[config.mk]
export PLATFORM = sky130hd
export DESIGN_NAME = lifo_stack_keyed_extract_core
export DESIGN_NICKNAME = d
export VERILOG_FILES = /design/src/rtl/lske_pkg.sv /design/src/rtl/lske_ctrl.sv /design/src/rtl/lske_dpath.sv /design/src/rtl/lifo_stack_keyed_extract_core.sv
export VERILOG_INCLUDE_DIRS = /design/src /design/src/rtl
export SDC_FILE = /design/constraint.sdc
export NUM_CORES = 2
export LEC_CHECK = 0
export BUFFER_PORTS_ARGS = -buffer_cell sky130_fd_sc_hd__buf_2
export CORE_ASPECT_RATIO = 1.2
export CORE_MARGIN = 2
export CORE_UTILIZATION = 65
export CTS_BUF_LIST = sky130_fd_sc_hd__clkbuf_8
export CTS_CLUSTER_DIAMETER = 60
export DETAILED_ROUTE_END_ITERATION = 12
export PLACE_DENSITY_LB_ADDON = 0.3
export SYNTH_ARGS = -nofsm -noshare
export SYNTH_HDL_FRONTEND = slang
export SYNTH_SLANG_ARGS = --single-unit
[constraint.sdc]
create_clock -name clock -period 8.16 [get_ports clock]
set_input_delay 2.04 -clock clock [delete_from_list [all_inputs] [get_ports clock]]
set_output_delay 2.04 -clock clock [all_outputs]
set_load 0.03 [all_outputs]
[src/rtl/lifo_stack_keyed_extract_core_assert.svh]
// Assertion macros shared by the stack core and its checks.
`ifndef LIFO_STACK_KEYED_EXTRACT_CORE_ASSERT_SVH
`define LIFO_STACK_KEYED_EXTRACT_CORE_ASSERT_SVH

// Same-cycle implication, disabled while reset is high.
`define LSKE_ASSERT_NOW(label, clk, rst, cond, expr) \
   label: assert property (@(posedge clk) disable iff (rst) (cond) |-> (expr)) \
      else $error("lske assertion failed");

// Next-cycle implication, disabled while reset is high.
`define LSKE_ASSERT_NEXT(label, clk, rst, cond, expr) \
   label: assert property (@(posedge clk) disable iff (rst) (cond) |=> (expr)) \
      else $error("lske assertion failed");

`endif

[src/rtl/lske_pkg.sv]
// Shared constants, codes and controller/datapath interface types of the stack core.
package lske_pkg;

   localparam int DEPTH        = 32;
   localparam int KEY_BITS     = 16;
   localparam int PAYLOAD_BITS = 64;
   localparam int OPCODE_W     = 2;
   localparam int STATUS_W     = 3;
   localparam int IDX_W        = $clog2(DEPTH);
   localparam int CNT_W        = $clog2(DEPTH + 1);

   typedef enum logic [OPCODE_W-1:0] {
      OP_PUSH    = 2'd0,
      OP_EXTRACT = 2'd1,
      OP_DUMP    = 2'd2
   } opcode_type;

   typedef enum logic [STATUS_W-1:0] {
      RSP_PUSHED    = 3'd0,
      RSP_FULL      = 3'd1,
      RSP_EXTRACTED = 3'd2,
      RSP_NOT_FOUND = 3'd3,
      RSP_DUMP      = 3'd4,
      RSP_EMPTY     = 3'd5
   } rsp_status_type;

   typedef enum logic [1:0] {
      ST_IDLE,
      ST_SEARCH,
      ST_SHIFT,
      ST_DUMP
   } ctrl_state_type;

   typedef struct packed {
      logic [KEY_BITS-1:0]     key;
      logic [PAYLOAD_BITS-1:0] payload;
   } entry_type;

   // Commands from the controller to the datapath.
   typedef struct packed {
      logic           accept;
      logic           push_wr;
      logic           search_init;
      logic           dump_init;
      logic           shift_init;
      logic           shift_wr;
      logic           rd_en;
      logic           rd_up;
      logic           emit;
      rsp_status_type emit_status;
      logic           emit_data;
      logic           emit_last;
   } cmd_type;

   // Status from the datapath to the controller.
   typedef struct packed {
      logic full;
      logic empty;
      logic match;
      logic scan_done;
      logic rd_vld;
      logic rd_last;
   } stat_type;

endpackage

[src/rtl/lske_ctrl.sv]
// Controller state machine that sequences push, keyed extract and dump transactions.
module lske_ctrl import lske_pkg::*; (
   input  logic                clock,
   input  logic                reset,
   input  logic                start,
   input  logic [OPCODE_W-1:0] req_opcode,
   input  stat_type            stat,
   output logic                busy,
   output cmd_type             cmd
);

   ctrl_state_type state_ff;
   ctrl_state_type state_in;
   opcode_type     op;

   assign op   = opcode_type'(req_opcode);
   assign busy = (state_ff != ST_IDLE);

   // State register.
   always_ff @(posedge clock) begin
      if (reset) begin
         state_ff <= ST_IDLE;
      end else begin
         state_ff <= state_in;
      end
   end

   // Next state.
   always_comb begin
      state_in = state_ff;
      case (state_ff)
         ST_IDLE: begin
            if (start) begin
               case (op)
                  OP_EXTRACT: state_in = ST_SEARCH;
                  OP_DUMP: begin
                     if (!stat.empty) begin
                        state_in = ST_DUMP;
                     end
                  end
                  default: state_in = ST_IDLE;
               endcase
            end
         end
         ST_SEARCH: begin
            if (stat.match) begin
               state_in = ST_SHIFT;
            end else if (stat.scan_done) begin
               state_in = ST_IDLE;
            end
         end
         ST_SHIFT: begin
            if (stat.scan_done) begin
               state_in = ST_IDLE;
            end
         end
         ST_DUMP: begin
            if (stat.scan_done) begin
               state_in = ST_IDLE;
            end
         end
         default: state_in = ST_IDLE;
      endcase
   end

   // Command outputs.
   always_comb begin
      cmd             = '0;
      cmd.emit_status = RSP_PUSHED;
      case (state_ff)
         ST_IDLE: begin
            if (start) begin
               cmd.accept = 1'b1;
               case (op)
                  OP_PUSH: begin
                     cmd.emit        = 1'b1;
                     cmd.emit_last   = 1'b1;
                     cmd.push_wr     = !stat.full;
                     cmd.emit_status = stat.full ? RSP_FULL : RSP_PUSHED;
                  end
                  OP_EXTRACT: begin
                     cmd.search_init = 1'b1;
                  end
                  OP_DUMP: begin
                     if (stat.empty) begin
                        cmd.emit        = 1'b1;
                        cmd.emit_last   = 1'b1;
                        cmd.emit_status = RSP_EMPTY;
                     end else begin
                        cmd.dump_init = 1'b1;
                     end
                  end
                  default: cmd.accept = 1'b1;
               endcase
            end
         end
         ST_SEARCH: begin
            if (stat.match) begin
               cmd.emit        = 1'b1;
               cmd.emit_data   = 1'b1;
               cmd.emit_last   = 1'b1;
               cmd.emit_status = RSP_EXTRACTED;
               cmd.shift_init  = 1'b1;
            end else if (stat.scan_done) begin
               cmd.emit        = 1'b1;
               cmd.emit_last   = 1'b1;
               cmd.emit_status = RSP_NOT_FOUND;
            end else begin
               cmd.rd_en = 1'b1;
            end
         end
         ST_SHIFT: begin
            cmd.rd_en    = 1'b1;
            cmd.rd_up    = 1'b1;
            cmd.shift_wr = 1'b1;
         end
         ST_DUMP: begin
            cmd.rd_en       = 1'b1;
            cmd.rd_up       = 1'b1;
            cmd.emit        = stat.rd_vld;
            cmd.emit_data   = 1'b1;
            cmd.emit_last   = stat.rd_last;
            cmd.emit_status = RSP_DUMP;
         end
         default: cmd.accept = 1'b0;
      endcase
   end

endmodule

[src/rtl/lske_dpath.sv]
// Datapath of the stack core: entry memory, count, scan pointers and result registers.
module lske_dpath import lske_pkg::*; (
   input  logic                    clock,
   input  logic                    reset,
   input  cmd_type                 cmd,
   input  logic [KEY_BITS-1:0]     req_key,
   input  logic [PAYLOAD_BITS-1:0] req_payload,
   output stat_type                stat,
   output logic                    rsp_valid,
   output logic [STATUS_W-1:0]     rsp_status,
   output logic [KEY_BITS-1:0]     rsp_entry_key,
   output logic [PAYLOAD_BITS-1:0] rsp_entry_payload,
   output logic                    rsp_last
);

   entry_type mem [DEPTH];

   logic [CNT_W-1:0]        count_ff, count_in;
   logic [CNT_W-1:0]        count_m1;
   logic [IDX_W-1:0]        ptr_ff, ptr_in;
   logic [CNT_W-1:0]        left_ff, left_in;
   logic [KEY_BITS-1:0]     key_ff;
   entry_type               rd_ff;
   logic [IDX_W-1:0]        rd_idx_ff;
   logic                    rd_vld_ff;
   logic                    rd_go;
   logic                    wr_en;
   logic [IDX_W-1:0]        wr_addr;
   entry_type               wr_data;
   logic                    rsp_valid_ff;
   rsp_status_type          rsp_status_ff;
   logic [KEY_BITS-1:0]     rsp_key_ff;
   logic [PAYLOAD_BITS-1:0] rsp_payload_ff;
   logic                    rsp_last_ff;

   assign count_m1 = count_ff - CNT_W'(1);
   assign rd_go    = cmd.rd_en && (left_ff != '0);

   // Entry count and scan pointer updates.
   always_comb begin
      count_in = count_ff;
      if (cmd.push_wr) begin
         count_in = count_ff + CNT_W'(1);
      end else if (cmd.shift_init) begin
         count_in = count_m1;
      end
   end

   always_comb begin
      ptr_in  = ptr_ff;
      left_in = left_ff;
      if (cmd.search_init) begin
         ptr_in  = count_m1[IDX_W-1:0];
         left_in = count_ff;
      end else if (cmd.dump_init) begin
         ptr_in  = '0;
         left_in = count_ff;
      end else if (cmd.shift_init) begin
         // Entries above the removed one each move down by one slot.
         ptr_in  = rd_idx_ff + IDX_W'(1);
         left_in = count_m1 - CNT_W'(rd_idx_ff);
      end else if (rd_go) begin
         ptr_in  = cmd.rd_up ? (ptr_ff + IDX_W'(1)) : (ptr_ff - IDX_W'(1));
         left_in = left_ff - CNT_W'(1);
      end
   end

   always_ff @(posedge clock) begin
      if (reset) begin
         count_ff  <= '0;
         left_ff   <= '0;
         ptr_ff    <= '0;
         rd_vld_ff <= 1'b0;
      end else begin
         count_ff  <= count_in;
         left_ff   <= left_in;
         ptr_ff    <= ptr_in;
         rd_vld_ff <= rd_go;
      end
   end

   // Search key is held for the whole transaction.
   always_ff @(posedge clock) begin
      if (cmd.accept) begin
         key_ff <= req_key;
      end
   end

   // Memory write port: push on top, or move a read entry down one slot.
   always_comb begin
      wr_en   = 1'b0;
      wr_addr = count_ff[IDX_W-1:0];
      wr_data = entry_type'{key: req_key, payload: req_payload};
      if (cmd.push_wr) begin
         wr_en = 1'b1;
      end else if (cmd.shift_wr && rd_vld_ff) begin
         wr_en   = 1'b1;
         wr_addr = rd_idx_ff - IDX_W'(1);
         wr_data = rd_ff;
      end
   end

   // Entry memory with a registered read port.
   always_ff @(posedge clock) begin
      if (wr_en) begin
         mem[wr_addr] <= wr_data;
      end
      if (rd_go) begin
         rd_ff     <= mem[ptr_ff];
         rd_idx_ff <= ptr_ff;
      end
   end

   // Status toward the controller.
   always_comb begin
      stat.full      = (count_ff == CNT_W'(DEPTH));
      stat.empty     = (count_ff == '0);
      stat.match     = rd_vld_ff && (rd_ff.key == key_ff);
      stat.scan_done = (left_ff == '0) && !rd_vld_ff;
      stat.rd_vld    = rd_vld_ff;
      stat.rd_last   = (CNT_W'(rd_idx_ff) == count_m1);
   end

   // Result registers.
   always_ff @(posedge clock) begin
      if (reset) begin
         rsp_valid_ff <= 1'b0;
      end else begin
         rsp_valid_ff <= cmd.emit;
      end
   end

   always_ff @(posedge clock) begin
      rsp_status_ff  <= cmd.emit_status;
      rsp_key_ff     <= cmd.emit_data ? rd_ff.key : '0;
      rsp_payload_ff <= cmd.emit_data ? rd_ff.payload : '0;
      rsp_last_ff    <= cmd.emit_last;
   end

   assign rsp_valid         = rsp_valid_ff;
   assign rsp_status        = rsp_status_ff;
   assign rsp_entry_key     = rsp_key_ff;
   assign rsp_entry_payload = rsp_payload_ff;
   assign rsp_last          = rsp_last_ff;

endmodule

[src/rtl/lifo_stack_keyed_extract_core.sv]
// Top level of the keyed-extract LIFO; every result is on the ports the cycle after it is made.
// A push is accepted with busy low and its result follows in the next cycle, one push per cycle.
// Extract scans one entry per cycle from the top, then moves the entries above the hit down one
// slot per cycle; busy stays high through the scan and the move, or through the scan on a miss.
// Dump streams one entry per cycle from the bottom with busy high; the single memory read port
// sets this pace. The receiver cannot stall; synchronous reset empties the store.
`include "lifo_stack_keyed_extract_core_assert.svh"

module lifo_stack_keyed_extract_core import lske_pkg::*; (
   input  logic                    clock,
   input  logic                    reset,
   input  logic                    start,
   output logic                    busy,
   input  logic [OPCODE_W-1:0]     req_opcode,
   input  logic [KEY_BITS-1:0]     req_key,
   input  logic [PAYLOAD_BITS-1:0] req_payload,
   output logic                    rsp_valid,
   output logic [STATUS_W-1:0]     rsp_status,
   output logic [KEY_BITS-1:0]     rsp_entry_key,
   output logic [PAYLOAD_BITS-1:0] rsp_entry_payload,
   output logic                    rsp_last
);

   cmd_type  cmd;
   stat_type stat;
   logic     rsp_more;
   logic     rsp_no_entry;
   logic     rsp_zero;
   logic     rsp_extracted;
   logic     extract_take;
   logic     search_hit;

   // Controller.
   lske_ctrl u_ctrl (
      .clock      (clock),
      .reset      (reset),
      .start      (start),
      .req_opcode (req_opcode),
      .stat       (stat),
      .busy       (busy),
      .cmd        (cmd)
   );

   // Datapath.
   lske_dpath u_dpath (
      .clock             (clock),
      .reset             (reset),
      .cmd               (cmd),
      .req_key           (req_key),
      .req_payload       (req_payload),
      .stat              (stat),
      .rsp_valid         (rsp_valid),
      .rsp_status        (rsp_status),
      .rsp_entry_key     (rsp_entry_key),
      .rsp_entry_payload (rsp_entry_payload),
      .rsp_last          (rsp_last)
   );

   // Conditions used by the checks below.
   assign rsp_more      = rsp_valid && !rsp_last;
   assign rsp_no_entry  = rsp_valid && (rsp_status != RSP_DUMP) && (rsp_status != RSP_EXTRACTED);
   assign rsp_zero      = (rsp_entry_key == '0) && (rsp_entry_payload == '0);
   assign rsp_extracted = rsp_valid && rsp_last && (rsp_status == RSP_EXTRACTED);
   assign extract_take  = start && !busy && (req_opcode == OP_EXTRACT);
   // Only the search phase reads downward, so a key compare there is a real hit.
   assign search_hit    = stat.match && busy && !cmd.rd_up;

   // A dump streams its entries on consecutive cycles until the last one.
   `LSKE_ASSERT_NEXT(a_dump_stream, clock, reset, rsp_more, rsp_valid && (rsp_status == RSP_DUMP))

   // An accepted extract always keeps the core busy for the scan.
   `LSKE_ASSERT_NEXT(a_extract_busy, clock, reset, extract_take, busy)

   // Results without an entry carry zero key and payload.
   `LSKE_ASSERT_NOW(a_zero_fields, clock, reset, rsp_no_entry, rsp_zero)

   // A key hit ends the scan with exactly one extracted result.
   `LSKE_ASSERT_NEXT(a_hit_emits, clock, reset, search_hit, rsp_extracted)

endmodule

* Yosys cells after proc, flatten, opt, wreduce, memory -nomap -nowiden *
Memories as Yosys holds them, arrays and structs flattened. A register that Yosys moved wholly into a read port is not among the register bits.
Cells that the tools add are included.

storage, ports and cells
  register bits = 126
  output and inout port bits = 86
  memories kept = 1
  input bits = 85
  bits in writable memories = 2560
  logic and storage cells = 99

cells by class
  mux-type cells = 52
  reductions and logical operators = 16
  add/sub/neg operators = 8
  equality and inequality tests = 10

memory list
  name         depth  bits a word  rd ports  clocked after Yosys merged registers in  wr ports  line              source
  u_dpath.mem  32     80           1         1                                        1         lske_dpath.sv:16  entry_type mem [DEPTH];

operator list
  operator                                          count
  two-way mux 80 bit                                2
  two-way mux 6 bit                                 6
  two-way mux 5 bit                                 7
  two-way mux 4 bit                                 6
  two-way mux 1 bit                                 19
  == test 16 bit                                    1
  zero test 6 bit                                   2
  one-hot mux 4 bit (3 select lines)                1
  subtractor 6 x 1 -> 6 bit, second input constant  2
  adder 5 x 1 -> 5 bit, second input constant       2
  subtractor 5 x 1 -> 5 bit, second input constant  2
  two-way mux 2 bit                                 4
  one-hot mux 4 bit (2 select lines)                1
  adder 6 x 1 -> 6 bit, second input constant       1
  == test 2 bit, second input constant              3
  == test 5 x 6 -> 1 bit                            1
  == test 6 bit, second input constant              1
  one-hot mux 1 bit (2 select lines)                3
  one-hot mux 2 bit (3 select lines)                1
  nonzero test 6 bit                                1
  subtractor 6 x 5 -> 6 bit                         1
  == test 2 x 1 -> 1 bit, second input constant     2
  logical AND 1 bit                                 4
  zero test 2 bit                                   2
  other kinds (9)                                   11

* Logic depth before layout (Yosys ltp) *
  depth in word-level cells = 10
  gate-level depth with buffers = 12
  depth with buffers taken out = 11

* Cells and area by module *
From an unflattened synthesis, not the netlist that was laid out.

second synthesis, totals
  cells, all modules = 4502
  area total of the unflattened synthesis = 105509.9 um^2

by module, submodules not included
  module      times used  sequential area each (um^2)  area each (um^2)  cells each
  lske_dpath  1           81968.6                      105157.1          4455
  lske_ctrl   1           40.0                         352.8             47

* Worst setup path before layout *
OpenSTA, ideal clock, no wires.

  path kind = input to register
  start = input start
  end = memory u_dpath.mem[13][0] in the netlist's numbering, enable pin
  data required time = 7.641 ns
  library setup time = 0.519 ns
  data arrival time = 6.707 ns
  buffers on the path = 1
  cell stages on the path = 7
  slack = 0.934 ns
  cells stage by stage = nand2_1 > clkinv_1 > nand2_1 > a21oi_1 > clkbuf_1 > a32oi_1 > nor2_1

between the ends
  word-level cells in the longest chain between the ends = 5
  elaborated cells on any way between the ends = 6
  classes of those cells = 6 x mux

RTL lines
  item                                     line                                 source
  start, declared                          lifo_stack_keyed_extract_core.sv:12  input logic start,
  two-way mux 4 bit *                      lske_ctrl.sv:72                      if (start) begin
  two-way mux 4 bit *                      lske_ctrl.sv:70                      case (state_ff)
  two-way mux 1 bit                        lske_dpath.sv:94                     if (cmd.push_wr) begin
  two-way mux 1 bit                        lske_dpath.sv:105                    if (wr_en) begin
  two-way mux 1 bit (not written as such)  lske_dpath.sv:106                    mem[wr_addr] <= wr_data;
  end, declared                            lske_dpath.sv:16

Every way passes the cells marked *; elsewhere a longest branch is shown, timed or not.

* Final worst setup path *
  start = input start
  end = memory u_dpath.mem[3][47] in the netlist's numbering, enable pin

Same word-level chain as after synthesis.

==> flow_metrics.py <==
metrics = {
    "final_layout": {
        "fin_nets": 4915,
        "area_delta_synth_final_pct": 10.91,
        "fin_cells": 7246,
        "drive_above_1_share": 0.3542,
        "layout_common_cells": "edfxtp_1, mux4_2, clkbuf_8, buf_2, mux2_2",
        "final_common_cell": "edfxtp_1",
    },
    "synthesis": {
        "synthTopCellsByArea": "edfxtp_1, mux4_2, dfxtp_1",
        "synth.largest_area_cell": "edfxtp_1",
        "synth.net_count": 4447,
        "synth_edf_count": 2661,
        "synthFlopType": "edfxtp_1",
        "syn_inst": 4342,
        "yosys.area.top_type_share": 0.7583,
        "synth.cell_area_sq_mm": 0.1054,
        "yosys_warnings": 0,
        "yosysSeqAreaShare": 0.7782,
        "async_flop_share": 0,
        "synth-seq-cells": 2766,
        "synthDistinctLibCells": 55,
        "avgSynthCellArea_sq_um": 24.27,
    },
    "floorplanning": {
        "die_area_sq_mm": 0.1654,
        "initial_core_util": 0.6555,
        "std_cell_rows": 161,
        "num_io_pins": 171,
        "dieHeight_um": 445.1,
        "core_sq_mm": 0.1608,
        "die_w_um": 371.6,
    },
    "clocking": {
        "cts_repair_resize_count": 0,
        "cts_tree": "built",
        "cts_buffer_depth": 4,
        "postCtsHoldBufs": 0,
        "post_cts_buffers": 0,
        "cts_made_buffers": 410,
        "htreeDepth": 5,
        "cts_root_buf": "clkbuf_8",
        "clkSinkCount": 2766,
        "path_clk_slew_ns": 0.07,
        "worstSkewPairLatency_ns": 1.09,
    },
    "drt": {
        "drc": 0,
        "drt_wl_total_um": 244700,
        "ant_nets": 0,
        "first_pass_iters": 6,
        "num_vias": 49400,
        "wl_per_cell_um": 33.77,
        "drtIter0Drc": 6834,
        "via_per_inst": 6.817,
    },
    "timing": {
        "clock.fmax_ghz": 0.1961,
        "hold_viol": 0,
        "slew_headroom": 0.1147,
        "skew_ns": 0.08334,
        "timing.final.crit_period_ns": 5.100,
        "setup_tns_ns": 0,
        "drv_slew": 0,
        "finalSetupViolations": 0,
        "worst_pin_slew_ns": 1.325,
        "fin_crit_sh": 0.6250,
        "rsz0062_at_grt": "no",
    },
    "critical_path": {
        "start_kind": "input port",
        "cp.required_ns": 8.85,
        "endpoint_kind": "register",
        "crit_arrival_ns": 5.79,
        "r2r_slack_ns": 3.15,
        "path_max_fanout": 26,
        "critical_path_class": "in2reg",
    },
    "placement": {
        "place_congestion": 0.8486,
        "post-dp-hpwl_um": 137700,
        "dp.cells": 6517,
        "port_buffers": 170,
    },
    "grt": {
        "grt_pass1_vias": 50340,
        "grt_first_pass_wirelength_um": 352500,
        "antenna_found_initial": 12,
        "grt.overflow.total": 0,
        "track_usage": 0.3039,
        "grt_max_degree": 138,
    },
    "outcome": {
        "status": "finished clean",
    },
    "power_and_ir_drop": {
        "p_leak_uw": 0.03638,
        "powerDensity_mw_per_mm2": 262.6,
        "peakVddDrop_v": 0.0001925,
    },
    "worst_hold_path": {
        "hold_class": "reg2reg",
    },
    "job": {
        "max-cap-violations": 0,
    },
}
==> stage by stage <==
stage	area (sq um)	hold WS, ns	utilization	setup WS [ns]	total power [uW]
after floorplan	105400	0.4064	-	0.9340	19200
after global placement	109300	0.4487	0.6800	2.260	20510
after detailed placement	109300	0.4591	0.6800	2.177	20570
after CTS	116900	0.4530	0.7270	3.283	30860
after global routing	116900	0.4786	0.7270	2.896	31610
final	116900	0.4393	0.7271	3.060	30690
==> cells by family after synthesis <==
kind of cell,count (synthesis),synth area share
compound gates,64,0.004405
xor+xnor,37,0.003075
fa+ha+maj,20,0.002517
buf+inv,246,0.01065
flops,2766,0.7782
mux,973,0.1893
simple gates,236,0.01181
==> registers in the layout (all words and copies together), names as in the netlist <==
signal                     count
u_dpath.left_ff                6
u_ctrl.state_ff                2
u_dpath.mem                 2560
u_dpath.count_ff               6
u_dpath.rd_idx_ff              5
u_dpath.rd_ff                 80
u_dpath.rsp_last               1
u_dpath.rsp_entry_payload     64
u_dpath.rsp_status             3
u_dpath.key_ff                16
u_dpath.rsp_entry_key         16
u_dpath.rd_vld_ff              1
u_dpath.rsp_valid              1
u_dpath.ptr_ff                 5
==> critical path, stage by stage <==
cell      delay, ns
buf_2          0.11
nand2_1        0.11
clkinv_1       0.50
nand2_1        0.15
a21oi_1        0.82
a32oi_1        0.27
buf_4          0.28
nor2_4         0.96
buf_4          0.48
==> path summary, 6_finish.rpt <==
kind	start	depth (start not counted)	endpoint
hold reg to reg	u_dpath.rd_ff[48]$_DFFE_PP_	1	u_dpath.rsp_entry_payload[48]$_SDFF_PN0_
setup reg to reg	u_ctrl.state_ff[1]$_SDFFE_PP0P_	9	u_dpath.mem[3][47]$_DFFE_PP_
hold / removal	u_dpath.rd_ff[48]$_DFFE_PP_	1	u_dpath.rsp_entry_payload[48]$_SDFF_PN0_
setup / recovery	start	9	u_dpath.mem[3][47]$_DFFE_PP_
==> synthesized netlist by cell type (17+ instances only) <==
| master | n |
|---|---|
| buf_6 | 18 |
| edfxtp_1 | 2661 |
| nor3_1 | 18 |
| dfxtp_1 | 105 |
| clkbuf_1 | 126 |
| nand3_1 | 17 |
| nor2_1 | 64 |
| buf_2 | 51 |
| ha_1 | 18 |
| buf_1 | 26 |
| nand2_1 | 24 |
| and2_1 | 83 |
| xor2_1 | 22 |
| mux4_2 | 800 |
| inv_1 | 24 |
| mux2_2 | 161 |
==> where the power goes <==
| part | internal, uW | switching (uW) |
|---|---|---|
| Clock | 5310 | 5130 |
| Combinational | 2030 | 2250 |
| Sequential | 15800 | 195 |
| Total | 23100 | 7570 |
==> routing by layer <==
| layer | routed length [um] | track usage | vias up |
|---|---|---|---|
| met5 | 45 | 0 | - |
| met4 | 8666 | 0.1133 | 6 |
| met3 | 26310 | 0.06444 | 469 |
| met2 | 123100 | 0.4847 | 3388 |
| met1 | 86500 | 0.4235 | 25960 |
| li1 | - | - | 19580 |
==> final cells by class <==
| cell class | count | area, sq um |
|---|---|---|
| Sequential cell | 2766 | 82030 |
| Fill cell | 8460 | 43870 |
| Multi-Input combinational cell | 1330 | 22520 |
| Clock buffer | 439 | 6042 |
| Tap cell | 2119 | 2651 |
| Timing Repair Buffer | 277 | 2017 |
| Clock inverter | 285 | 1520 |
| Inverter | 25 | 93.84 |
| Antenna cell | 5 | 12.51 |
(Power assumes the default switching activity.)
